File: config.mk
export PLATFORM = sky130hd
export DESIGN_NAME = pfdw_queue
export DESIGN_NICKNAME = d
export VERILOG_FILES = /design/src/design/pfdw_pkg.sv /design/src/design/pfdw_queue.sv
export SDC_FILE = /design/constraint.sdc
export NUM_CORES = 1
export LEC_CHECK = 0
export BUFFER_PORTS_ARGS = -buffer_cell sky130_fd_sc_hd__buf_2
export CAP_MARGIN = 0
export CORE_ASPECT_RATIO = 0.75
export CORE_MARGIN = 8
export CORE_UTILIZATION = 43
export CTS_BUF_LIST = sky130_fd_sc_hd__clkbuf_8
export DETAILED_ROUTE_END_ITERATION = 7
export PLACE_DENSITY = 0.63
export SLEW_MARGIN = 10
export SYNTH_ARGS = -nofsm -noshare
export SYNTH_HDL_FRONTEND = slang
export SYNTH_SLANG_ARGS = --single-unit
File: constraint.sdc
create_clock -name i_clk -period 4.08 [get_ports i_clk]
set_clock_uncertainty 0.05 [all_clocks]
set_input_delay 0.612 -clock i_clk [delete_from_list [all_inputs] [get_ports i_clk]]
set_output_delay 0.612 -clock i_clk [all_outputs]
set_load 0.01 [all_outputs]
File: src/design/pfdw_pkg.sv
// Shared types and constants of the paged framebuffer dirty window unit.
`default_nettype none
package pfdw_pkg;

    localparam int ScreenColumns = 128;
    localparam int ScreenPages   = 8;
    localparam int SourceStride  = 16;
    localparam int ScreenRows    = ScreenPages * 8;

    localparam int COL_W  = $clog2(ScreenColumns);
    localparam int PAGE_W = $clog2(ScreenPages);
    localparam int ROW_W  = $clog2(ScreenRows);
    localparam int SRC_W  = $clog2(SourceStride);
    localparam int ADDR_W = PAGE_W + COL_W;
    localparam int DEPTH  = ScreenColumns * ScreenPages;

    localparam int IN_DATA_W  = 32;
    localparam int OUT_DATA_W = 24;

    typedef enum logic [1:0] {
        OP_BEGIN_BLIT = 2'd0,
        OP_BLIT_BYTE  = 2'd1,
        OP_DIRTY_READ = 2'd2,
        OP_FULL_READ  = 2'd3
    } t_op;

    // One classified request as it waits in the queue.
    typedef struct packed {
        t_op              op;
        logic             blit_ok;
        logic [COL_W-1:0] x;
        logic [ROW_W-1:0] y;
        logic [4:0]       w;
        logic [COL_W-1:0] right;
        logic [ROW_W-1:0] bottom;
        logic [7:0]       data;
    } t_cmd;

endpackage
`default_nettype wire

File: src/design/pfdw_queue.sv
// Two-entry request queue between the front and back parts.
`default_nettype none
module pfdw_queue (
    input  wire logic           i_clk,
    input  wire logic           i_rst_n,
    input  wire logic           i_wr_valid,
    output logic                o_wr_ready,
    input  wire pfdw_pkg::t_cmd i_wr_data,
    output logic                o_rd_valid,
    input  wire logic           i_rd_ready,
    output pfdw_pkg::t_cmd      o_rd_data
);
    import pfdw_pkg::*;

    t_cmd       r_mem [2];
    logic       r_wr_ptr;
    logic       r_rd_ptr;
    logic [1:0] r_count;
    logic       push;
    logic       pop;

    assign o_wr_ready = (r_count != 2'd2);
    assign o_rd_valid = (r_count != 2'd0);
    assign o_rd_data  = r_mem[r_rd_ptr];
    assign push       = i_wr_valid && o_wr_ready;
    assign pop        = o_rd_valid && i_rd_ready;

    always_ff @(posedge i_clk) begin
        if (push) begin
            r_mem[r_wr_ptr] <= i_wr_data;
        end
        if (!i_rst_n) begin
            r_wr_ptr <= 1'b0;
            r_rd_ptr <= 1'b0;
            r_count  <= 2'd0;
        end else begin
            if (push) begin
                r_wr_ptr <= ~r_wr_ptr;
            end
            if (pop) begin
                r_rd_ptr <= ~r_rd_ptr;
            end
            r_count <= r_count + 2'(push) - 2'(pop);
        end
    end

endmodule
`default_nettype wire

==> impl_results.md <==
* WHS at 404.4 ps
* CTS Root Cell: clkbuf_8
* Arrival time worst endpoint at 1940 ps
* Crit-path max FO at 19
* Final hold violations at 0
* Max_slew headroom at 31.47%
* TritonCTS buffer count at 9
* Finish-stage setup viols at 0
* Synthesized flop and latch total at 89
* YS warnings at 0
* Setup bufs post-CTS at 0
* Post-Syn Area at 3472 µm²
* Latest clock arrival within the worst-skew pair at 340 ps
* RSZ-0062 raised after global routing: false
* Combinational share of power at 25.9%
* Share of power burned in registers at 47.5%
* Routed vias at 1680
* Synth Net Count at 203
* Largest net degree at the start of global routing at 43
* Crit end category: output pin
* Core Box Area at 7848 µm²
* DR vias/cell at 4.628
* Gpl congestion at 0.6564
* CTS clk-pin slew, worst paths at 80 ps
* R2R depth at 4
* Fin cells at 363
* Initial core utilization at 44.24%
* Post-DP HPWL at 4212 µm
* Maximum buffer depth of the clock tree at 2
* Post-route ant nets at 0
* Fin. max-slew vios at 0
* Pre-antenna DRT Iters at 4
* Leading cell type in the layout, fill and taps excluded: buf_2
* Hold Buf Count CTS at 0
* Min Tclk post-route at 2602 ps
* # placed instances at 347
* Clock tree sinks at 89
* Crit start category: flop
* Routed length per instance at 16.65 µm
* Clk pwr share at 26.6%
* P&R area growth vs syn at 21.66%
* Kind of critical path: flop to output pin
* Syn avg cell area at 22.40 µm²
* Rows at 28
* Fmax at 384.3 MHz
* Register area share after synthesis at 75.53%
* PortBufs at 89
* Status: finished clean
* Switching Fraction at 25.66%
* # DRC at 0
* Worst-Margin Slew at 1028 ps
* Setup WS pre-CTS at 1778 ps
* Ports at 90
* Post-layout util at 53.83%
* Ant diodes at 0
* Overflow after GRT at 0
* Global Route Usage Sum at 11.17%
* Worst Min Path Start: i_wr_data[15]
* Worst R2R Start: r_count[0]$_SDFF_PN0_
* Sw power at 0.6578 mW
* Most frequent cells in the layout: 89 x buf_2, 84 x edfxtp_1, 40 x mux2_4
* CTS tree: done
* H-tree levels at 3
* WP data required at 3420 ps
* WL final at 6044 µm
* Drt initial violations at 44
* Vias in the first global route at 1910
* Die ar. at 11240 µm²
* Die Ht at 93.82 µm
* Share of post-route cells with drive strength above 1 at 59.30%
* P_int at 1.905 mW
* Leak at 1.670 nW
* Setup TNS at 0 ps
* R2R Setup Slk at 2030 ps
* Maximum vdd drop at 0.3000 mV
* Hold Path Class: primary input to flop
* Reg2reg end: r_mem[0][22]$_DFFE_PP_
* Final Worst Setup Slack at 1478 ps
* Cells after Synth at 155
* Die Wd at 119.8 µm
* Initial antenna violation count at 0
* Final #Nets at 301
* Post-CTS sizing at 0
* First-pass GRT wire length at 9480 µm
* Period Utilization, post-route at 63.78%
* Power density cells at 606.8 nW/µm²
* Hold Crit Depth at 1
* Library cells used by synthesis at 18
* Total of max-cap violations at 0
* Hold EP: r_mem[0][15]$_DFFE_PP_
==> kinds of logic (layout without fill, tap and decap cells) <==
family / count (synthesis) / after routing / share of synthesized area (%)
and+or+nand+nor: 11 / 11 / 1.766
muxes: 43 / 43 / 18.23
AOI/OAI and AO/OA: 1 / 1 / 0.2523
xor gates and xnor gates: 3 / 3 / 0.7569
DFF: 89 / 89 / 75.53
adders and majority gates: 2 / 2 / 0.7206
buffers and inverters: 6 / 109 / 2.739
==> cells in the mapped netlist (all sizes together) <==
cell type / count / area share, %
and2: 2 / 0.36
ha: 2 / 0.72
xnor2: 3 / 0.76
mux2: 42 / 18
buf: 5 / 2.6
nand2b: 2 / 0.36
mux2i: 1 / 0.29
o21a: 1 / 0.25
nor2: 1 / 0.11
or2: 1 / 0.18
inv: 1 / 0.11
dfxtp: 5 / 2.9
nand2: 2 / 0.22
edfxtp: 84 / 73
nor2b: 2 / 0.36
and3: 1 / 0.18
==> power groups by stage <==
stage	Combinational, mW	Sequential (mW)	Clock, mW
final	0.665	1.22	0.682
after detailed placement	0.678	1.24	0
after global placement	0.676	1.24	0
after global routing	0.723	1.23	0.743
after CTS	0.682	1.22	0.705
after floorplan	0.531	1.20	0
==> metal layers <==
metal	up-vias	part of all wire (%)	global-route usage, %
met4	0	0.88	4.041
met1	825	43	12.20
met2	55	49	18.56
met3	6	7.2	5.586
li1	794	-	-
met5	-	0	0
==> worst max path at each step <==
stage / to / slack, ps / start
floorplan: r_mem[0][0]$_DFFE_PP_ / 1110 / i_wr_valid
global placement: o_rd_data[39] / 1790 / flop
detailed placement: o_rd_data[39] / 1780 / flop
CTS: o_rd_data[39] / 1390 / flop
global route: o_rd_data[39] / 1350 / flop
finish: o_rd_data[39] / 1480 / flop
==> sequential cells by signal, summed over array words and instances (netlist names), named ones only <==
signal	count
r_mem	84
r_count	2
r_rd_ptr	1
r_wr_ptr	1
==> through the flow <==
stage                     total power [mW]  instance area [µm²]
after floorplan                      1.732                 3472
after CTS                            2.609                 4224
final                                2.563                 4224
after global placement               1.914                 3990
after detailed placement             1.921                 3990
after global routing                 2.698                 4224
==> cell type report <==
cell class,count,area (µm²)
clock buffers,9,123.9
clock inverters,7,110.1
fillers,667,3623
inverters,1,3.754
multi-input cells,60,763.2
flip-flops and latches,89,2624
well taps,105,131.4
repair buffers,92,467.9
==> critical path, cell delays in order (launching register included) <==
cell     delay (ps)
dfxtp_2         730
buf_4           390
mux2_4          330
buf_2           140
Power figures use the tool's default switching activity.
