`src/design/pfdw_pkg.sv`:
```
// Shared types and constants of the paged framebuffer dirty window unit.
`default_nettype none
package pfdw_pkg;

    localparam int ScreenColumns = 128;
    localparam int ScreenPages   = 8;
    localparam int SourceStride  = 16;
    localparam int ScreenRows    = ScreenPages * 8;

    localparam int COL_W  = $clog2(ScreenColumns);
    localparam int PAGE_W = $clog2(ScreenPages);
    localparam int ROW_W  = $clog2(ScreenRows);
    localparam int SRC_W  = $clog2(SourceStride);
    localparam int ADDR_W = PAGE_W + COL_W;
    localparam int DEPTH  = ScreenColumns * ScreenPages;

    localparam int IN_DATA_W  = 32;
    localparam int OUT_DATA_W = 24;

    typedef enum logic [1:0] {
        OP_BEGIN_BLIT = 2'd0,
        OP_BLIT_BYTE  = 2'd1,
        OP_DIRTY_READ = 2'd2,
        OP_FULL_READ  = 2'd3
    } t_op;

    // One classified request as it waits in the queue.
    typedef struct packed {
        t_op              op;
        logic             blit_ok;
        logic [COL_W-1:0] x;
        logic [ROW_W-1:0] y;
        logic [4:0]       w;
        logic [COL_W-1:0] right;
        logic [ROW_W-1:0] bottom;
        logic [7:0]       data;
    } t_cmd;

endpackage
`default_nettype wire

```
`src/design/pfdw_front.sv`:
```
// Front part: decodes a request and clips a blit rectangle to the screen and its width to the source stride.
`default_nettype none
module pfdw_front (
    input  wire logic [1:0]                     i_op,
    input  wire logic [pfdw_pkg::IN_DATA_W-1:0] i_data,
    output pfdw_pkg::t_cmd                      o_cmd
);
    import pfdw_pkg::*;

    logic [COL_W-1:0] x;
    logic [ROW_W-1:0] y;
    logic [4:0]       w_in;
    logic [4:0]       h_in;
    logic [COL_W:0]   col_room;
    logic [ROW_W:0]   row_room;
    logic [COL_W:0]   w_clip;
    logic [ROW_W:0]   h_clip;

    always_comb begin
        x        = i_data[6:0];
        y        = i_data[12:7];
        w_in     = i_data[17:13];
        h_in     = i_data[22:18];
        col_room = (COL_W+1)'(ScreenColumns) - {1'b0, x};
        row_room = (ROW_W+1)'(ScreenRows) - {1'b0, y};
        w_clip   = (COL_W+1)'(w_in);
        if (w_clip > col_room) begin
            w_clip = col_room;
        end
        if (w_clip > (COL_W+1)'(SourceStride)) begin
            w_clip = (COL_W+1)'(SourceStride);
        end
        h_clip = (ROW_W+1)'(h_in);
        if (h_clip > row_room) begin
            h_clip = row_room;
        end
        o_cmd.op      = t_op'(i_op);
        o_cmd.blit_ok = (w_clip != '0) && (h_clip != '0);
        o_cmd.x       = x;
        o_cmd.y       = y;
        o_cmd.w       = w_clip[4:0];
        o_cmd.right   = COL_W'(x + w_clip[COL_W-1:0] - COL_W'(1));
        o_cmd.bottom  = ROW_W'(y + h_clip[ROW_W-1:0] - ROW_W'(1));
        o_cmd.data    = i_data[30:23];
    end

endmodule
`default_nettype wire

```
`config.mk`:
```
export PLATFORM = sky130hd
export DESIGN_NAME = pfdw_front
export DESIGN_NICKNAME = d
export VERILOG_FILES = /design/src/design/pfdw_pkg.sv /design/src/design/pfdw_front.sv
export SDC_FILE = /design/constraint.sdc
export NUM_CORES = 1
export LEC_CHECK = 0
export ABC_AREA = 1
export BUFFER_PORTS_ARGS = -buffer_cell sky130_fd_sc_hd__clkbuf_2
export CAP_MARGIN = 20
export CORE_MARGIN = 1
export CORE_UTILIZATION = 49
export DETAILED_ROUTE_END_ITERATION = 8
export GPL_ROUTABILITY_DRIVEN = 0
export GPL_TIMING_DRIVEN = 0
export PLACE_DENSITY_LB_ADDON = 0.25
export SYNTH_ARGS = -nofsm -noshare
export SYNTH_HDL_FRONTEND = slang
export SYNTH_SLANG_ARGS = --single-unit
```
`constraint.sdc`:
```
create_clock -name vclk -period 6
set_input_delay 1.2 -clock vclk [all_inputs]
set_output_delay 1.2 -clock vclk [all_outputs]
set_load 0.05 [all_outputs]
```
==> flow_summary.ini, run 1 <==
[final_layout]
stdcell_area_um2 = 2260
drive_gt1_share_pct = 53.0
utilization_pct = 79.8
antenna_cells = 0
final_cells = 346
nClkBuffers = 0
syn2layout_area_growth_pct = 50.7
nFlopsAndLatches = 0
fill_cells = 200
nets = 385
final-seq-area_um2 = 0

[yosys]
synth_nets = 304
synthCells = 236
seq_area_frac_synth_pct = 0
yosys.cell_types.count = 25
yosysWarnings = 0
syn_area_um2 = 1500
syn_avg_cell_area_um2 = 6.35

[placed_design]
dp_slack_ns = -0.394
hpwl_um = 2660
dp.cells = 332
port_buffers = 65
placed_area_um2 = 1900

[worst_hold_path]
worstHoldPathType = primary input to primary output
holdPathStages = 2
min_from = i_data[23]

[pwr]
comb_power_share_pct = 100.0
p_leak_nw = 1.34
p_switching_mw = 0.312
swShare_pct = 67.0
power.density_nw_per_um2 = 207
peakVddDrop_uv = 97.2
power_frac_seq_pct = 0
p_int_mw = 0.154
pwr-share-clk_pct = 0

[drt]
wl_per_cell_um = 10.9
dr.first_iter.drc_count = 54
num_vias = 1642
wirelength_um = 3780
via_per_inst = 4.75
drc_errors = 12
dr.pass1.iters = 8
ant_nets = 0

[global_route]
antenna_found_initial = 0
grt_usage_pct = 19.3
overflow = 0
grt_pass1_vias = 1356
grt_max_degree = 9
grt_first_pass_wirelength_um = 5230

[die]
io_pins = 76
coreArea_um2 = 2830
die-area_um2 = 3280
die_w_um = 57.3
start_util_pct = 52.9
fp.dieH_um = 57.3
core.rowCount = 19

[sta]
finalSetupTns_ns = 0
finalHoldViolCount = 0
layout_setup_ws_ns = 0.151
setup_viol = 0
rsz0062_at_grt = yes
finalCritPeriodShare_pct = 97.5
slew_violations = 0
period_needed_ns = 5.85
max_clock_freq_mhz = 171

[critical_path]
cp-end-kind = primary output
required_ns = 4.80
crit_start = i_data[1]
cpPeakStageDelay_ns = 0.41
slowest_stage = fa_2
cp.depth = 25
crit_path_start_kind = primary input
crit_type = primary input to primary output
cpLargestDelayFamily = adder cells
critPathArrivalTime_ns = 4.65
crit_top_cell = ha_1
cp_num_buf_inv = 7
critPathMaxFanout = 6

[job]
max-cap-violations = 0

[clocking]
cts_hold_buf = 0

[outcome]
violations = design-rule violations
outcome = finished with violations
-- layout make-up --
| cell class | count | area [µm²] | area share, % |
|---|---|---|---|
| multi-input combinational | 150 | 1330 | 58.9 |
| buffer | 23 | 173 | 7.65 |
| timing repair buffer | 79 | 469 | 20.8 |
| tap | 31 | 38.8 | 1.72 |
| inverter | 63 | 246 | 10.9 |
-- path summary, 6_finish.rpt --
| kind | endpoint |
|---|---|
| max | o_cmd[17] |
| min | o_cmd[0] |
-- metal layers --
layer  global-route usage (%)  vias to the layer above  part of all wire, %
met5                        0                        -                    0
met1                     24.9                      725                   45
li1                         -                      856                    -
met2                     34.8                       56                   49
met4                     3.48                        0                  1.1
met3                     2.04                        5                  4.8
-- through the flow --
| step | total power [mW] | hold WS, ns |
|---|---|---|
| final | 0.467 | 2.73 |
| after detailed placement | 0.399 | 2.73 |
| after CTS | 0.420 | 2.73 |
| after floorplan | 0.324 | 2.57 |
| after global routing | 0.500 | 2.73 |
| after global placement | 0.394 | 2.73 |
-- cells by family (layout without fill, tap and decap cells) --
family,Yosys count,count (layout),share of synthesized area (%)
compound gates,17,17,6.60
xor+xnor,14,14,8.19
fa+ha+maj,34,34,29.4
buf+inv,86,165,27.3
other cells,1,1,0.250
simple gates,84,84,28.2
-- cell usage in the layout, fill, tap and decap left out, types with 4 or more instances in the layout --
master,instances
xor2_2,4
buf_4,37
nand2_1,30
nand2_2,10
a21oi_1,7
clkbuf_2,59
ha_1,27
ha_4,4
nand3_1,6
nor2_1,8
inv_1,53
xnor2_1,4
nor2_2,7
xor2_1,4
nand3_2,5
nand2_4,7
inv_2,7
-- cell usage after synthesis (2+ instances only) --
cell     count  area share, %
nor2_4       2            1.5
nand2_1     36            9.0
fa_1         2            2.7
ha_1        32             27
xnor2_1      6            3.5
inv_1       59             15
nor2_1      13            3.3
nand2_2     11            4.6
nand4_1      3            1.3
o21ai_0      3            1.0
o21ai_1      2           0.67
nor2_2       3            1.3
nand3_1     11            3.7
buf_4       23             12
xor2_1       8            4.7
inv_2        4            1.0
a21oi_1     10            3.3
-- power by group through the flow --
stage / Clock, mW / Combinational [mW] / Sequential [mW]
2_1_floorplan: 0 / 0.324 / 0
3_3_place_gp: 0 / 0.394 / 0
3_5_place_dp: 0 / 0.399 / 0
4_1_cts: 0 / 0.420 / 0
5_1_grt: 0 / 0.500 / 0
6_report: 0 / 0.467 / 0
-- what timing repair did --
| action | CTS | global route |
|---|---|---|
| gates resized for setup | 22 | 45 |
| hold endpoints to repair | 0 | 0 |
| pin swaps | 15 | 33 |
| buffers inserted | 4 | 10 |
| endpoints found under the setup margin | 4 | 6 |
Note: power is estimated with default switching activity, not from simulation.
==> run 2: changes to the inputs <==
--- a/config.mk
+++ b/config.mk
@@ -14,6 +14,7 @@
 export GPL_ROUTABILITY_DRIVEN = 0
 export GPL_TIMING_DRIVEN = 0
 export PLACE_DENSITY_LB_ADDON = 0.25
+export REMOVE_ABC_BUFFERS = 1
 export SYNTH_ARGS = -nofsm -noshare
 export SYNTH_HDL_FRONTEND = slang
 export SYNTH_SLANG_ARGS = --single-unit
==> run 2 against run 1 <==
Net effect:
- the flow still finishes with violations (design-rule violations)
- sequential share of layout area stayed put
- cell count decreased by 7.8%
- sequential cell count unchanged
- via count decreased by 6.8%
- core utilization is 8.1 points lower
- combinational power fell by 8.6%
- global-route usage decreased by 0.63 points
- worst hold slack worse by 0.33 ns
- die area did not move
- critical endpoint is now o_cmd[20]
- largest power group unchanged
==> flow_summary.ini, run 2 (same netlist as run 1, synthesis figures left out) <==
[outcome]
outcome = finished with violations
violations = design-rule violations

[final_layout]
multiInputGateArea_um2 = 1280
nets = 358
final_cells = 319
nClkBuffers = 0
nFlopsAndLatches = 0
fill_cells = 250
final-seq-area_um2 = 0
antenna_cells = 0
syn2layout_area_growth_pct = 35.4
drive_gt1_share_pct = 46.5
final_cell_mix = inv_1, clkbuf_2, nand2_1
mostFrequentLayoutCell = inv_1

[drt]
dr.pass1.iters = 6
ant_nets = 0
dr.first_iter.drc_count = 53
wl_per_cell_um = 11.1
drc_errors = 5
via_per_inst = 4.80
num_vias = 1531
wirelength_um = 3550

[placed_design]
port_buffers = 55
dp.cells = 299
hpwl_um = 2600

[job]
max-cap-violations = 0

[critical_path]
cpPeakStageDelay_ns = 0.28
crit_path_start_kind = primary input
required_ns = 4.80
cp-end-kind = primary output
critPathMaxFanout = 6
crit_top_cell = nand2_2
slowest_stage = ha_1
critPathArrivalTime_ns = 4.67
crit_type = primary input to primary output

[worst_hold_path]
holdPathStages = 0
worstHoldPathType = primary input to primary output

[die]
die_w_um = 57.3
fp.dieH_um = 57.3
die-area_um2 = 3280
io_pins = 76
coreArea_um2 = 2830
core.rowCount = 19
start_util_pct = 52.9

[global_route]
grt_max_degree = 9
grt_pass1_vias = 1222
antenna_found_initial = 0
grt_use_met1_pct = 23.9
grt_use_met2_pct = 33.3
met3_usage_pct = 4.08
grt_first_pass_wirelength_um = 5020
overflow = 0
busiest_layer = met2
grt_usage_pct = 18.6

[sta]
rsz0062_at_grt = yes
setup_viol = 0
max_clock_freq_mhz = 170
finalCritPeriodShare_pct = 97.8
period_needed_ns = 5.87
finalHoldViolCount = 0
slew_violations = 0
hold_ws_ns = 2.40

[clocking]
cts_hold_buf = 0

[pwr]
power.density_nw_per_um2 = 210
peakVddDrop_uv = 148
p_leak_nw = 1.20
## run 2: cell count changes in the layout (fill, tap and decap cells not counted), sizes merged
| cell | change |
|---|---|
| buf | -19 |
| clkbuf | -8 |
## run 2: final cells by class
class | count | share of cell area, %
timing repair buffer | 75 | 22.6
inverter | 63 | 12.2
multi-input combinational | 150 | 63.3
tap | 31 | 1.91
## run 2: final timing paths
kind,from,to
worst max-delay path,i_data[0],o_cmd[20]
worst min-delay path,i_op[1],o_cmd[41]
## run 2: worst max-delay path: cells and delay by family
kind | cells | cell delay, ns
AO/OA/AOI/OAI | 2 | 0.24
adder cells (fa/ha/maj) | 4 | 0.85
buffers and inverters | 5 | 0.43
XOR/XNOR | 2 | 0.36
AND/OR/NAND/NOR | 17 | 1.57
## run 2: metrics by stage
step	cell area (µm²)	util [%]	power, mW	TNS, ns	setup slack, ns
after floorplan	1330	-	0.274	-1.18	-0.451
after global placement	1640	57.9	0.360	-0.903	-0.467
after detailed placement	1640	57.9	0.364	-1.46	-0.570
after CTS	1780	62.9	0.386	0	0.00551
after global routing	2030	71.7	0.459	-0.125	-0.112
final	2030	71.7	0.427	0	0.133
## run 2: repair_timing
action | in CTS | in global routing
pin swaps | 12 | 32
endpoints found under the setup margin | 6 | 7
gates resized for setup | 24 | 42
buffers inserted | 5 | 15
## run 2: routing by layer
metal	routed length, µm	share of wire (%)	up-vias
li1	-	-	801
met2	1870	53	60
met1	1420	40	666
met3	223	6.3	4
met4	36	1.0	0
met5	0	0	-
## run 2: power by group
| group | switching (mW) | internal [mW] | leakage (nW) |
|---|---|---|---|
| clock network | 0 | 0 | 0 |
| logic | 0.289 | 0.138 | 1.20 |
| registers | 0 | 0 | 0 |
| total | 0.289 | 0.138 | 1.20 |
==> run 3: changes to the inputs <==
--- a/config.mk
+++ b/config.mk
@@ -9,7 +9,7 @@
 export BUFFER_PORTS_ARGS = -buffer_cell sky130_fd_sc_hd__clkbuf_2
 export CAP_MARGIN = 20
 export CORE_MARGIN = 1
-export CORE_UTILIZATION = 49
+export CORE_UTILIZATION = 32
 export DETAILED_ROUTE_END_ITERATION = 8
 export GPL_ROUTABILITY_DRIVEN = 0
 export GPL_TIMING_DRIVEN = 0
==> run 3 against run 2 <==
Net effect:
- the run now ends clean
- sequential cell count unchanged
- power fell by 3.8%
- first-iteration DRC count decreased by 49%
- global-route usage shrank 6.7 points
- worst setup slack better by 0.027 ns
- cell count increased by 4.4%
- sequential share of layout area stayed put
- via count down 3.0%
- wire length fell by 8.8%
- worst hold slack about the same
- clock-buffer cell count stayed put
- critical path type unchanged
- largest power group unchanged
==> flow_summary.ini, run 3 (same netlist as run 1, synthesis figures left out) <==
[outcome]
outcome = finished, final reports clean

[sta]
setup_viol = 0
slew_violations = 0
rsz0062_at_grt = yes
max_clock_freq_mhz = 171
period_needed_ns = 5.84
layout_setup_ws_ns = 0.160
finalCritPeriodShare_pct = 97.3
finalHoldViolCount = 0

[final_layout]
final_cell_mix = inv_1, clkbuf_2, nand2_1
final-seq-area_um2 = 0
antenna_cells = 0
nFlopsAndLatches = 0
nets = 351
syn2layout_area_growth_pct = 31.7
mostFrequentLayoutCell = inv_1
drive_gt1_share_pct = 42.3
nClkBuffers = 0

[placed_design]
port_buffers = 55
dp_slack_ns = -0.515
hpwl_um = 2680

[pwr]
p_leak_nw = 1.17
p_total_mw = 0.410
peakVddDrop_uv = 127
power.density_nw_per_um2 = 208

[die]
fp.dieH_um = 70.4
core.rowCount = 24
start_util_pct = 33.9
coreArea_um2 = 4410
die-area_um2 = 4960
io_pins = 76
die_w_um = 70.4

[drt]
via_per_inst = 4.46
dr.pass1.iters = 6
ant_nets = 0
wirelength_um = 3240
wl_per_cell_um = 9.73
num_vias = 1485
dr.first_iter.drc_count = 27
drc_errors = 0

[job]
max-cap-violations = 0

[critical_path]
required_ns = 4.80
slowest_stage = ha_1
critPathMaxFanout = 4
crit_path_start_kind = primary input
critPathArrivalTime_ns = 4.64
crit_start = i_data[0]
cp-end-kind = primary output
cp-endpoint = o_cmd[20]
crit_type = primary input to primary output
cpPeakStageDelay_ns = 0.28

[global_route]
grt_pass1_vias = 1287
grt_first_pass_wirelength_um = 5130
antenna_found_initial = 0
overflow = 0
grt_max_degree = 9
grt_usage_pct = 12.0

[worst_hold_path]
worstHoldPathType = primary input to primary output
holdPathStages = 0

[clocking]
cts_hold_buf = 0
[run 3: cell count changes in the layout (fill, tap and decap cells not counted), sizes merged]
cell	delta
buf	-7
[run 3: power by group]
group | internal (mW) | total, mW | leakage [nW] | switching (mW)
clock network | 0 | 0 | 0 | 0
registers | 0 | 0 | 0 | 0
logic | 0.130 | 0.410 | 1.17 | 0.281
[run 3: critical path, delay by kind of cell]
kind / cells / cell delay [ns]
fa+ha+maj: 4 / 0.78
compound gates: 2 / 0.23
xor+xnor: 2 / 0.36
buf+inv: 6 / 0.58
simple gates: 16 / 1.49
[run 3: routing by layer]
layer / vias to the layer above / global-route usage (%) / part of all wire (%)
met5: - / 0 / 0
met4: 0 / 0 / 0
met3: 0 / 2.74 / 7.1
met2: 55 / 22.2 / 51
met1: 649 / 14.7 / 42
li1: 781 / - / -
[run 3: cell type report]
cell class	instances	area, µm²
multi-input combinational	150	1260
timing repair buffer	68	403
inverter	63	244
fill	483	2440
tap	52	65.1
[run 3: how the worst min path moves through the flow]
stage                from         to  slack [ns]
2_1_floorplan  i_data[23]   o_cmd[0]        2.40
3_3_place_gp      i_op[0]  o_cmd[40]        2.40
3_5_place_dp      i_op[0]  o_cmd[40]        2.40
4_1_cts           i_op[0]  o_cmd[40]        2.40
5_1_grt           i_op[0]  o_cmd[40]        2.40
6_report       i_data[23]   o_cmd[0]        2.40
[run 3: through the flow]
step / cells / hold slack, ns / setup TNS, ns / utilization, % / area (µm²)
2_1_floorplan: 213 / 2.40 / -1.18 / - / 1330
3_3_place_gp: 320 / 2.40 / -1.03 / 37.7 / 1670
3_5_place_dp: 320 / 2.40 / -1.12 / 37.7 / 1670
4_1_cts: 324 / 2.40 / 0 / 39.6 / 1750
5_1_grt: 333 / 2.40 / -0.213 / 44.7 / 1970
6_report: 333 / 2.40 / 0 / 44.7 / 1970
[run 3: repair_timing]
action                                  in CTS  in global routing
endpoints found under the setup margin       6                  6
pin swaps                                    4                 27
buffers inserted                             4                  9
gates resized for setup                     14                 43
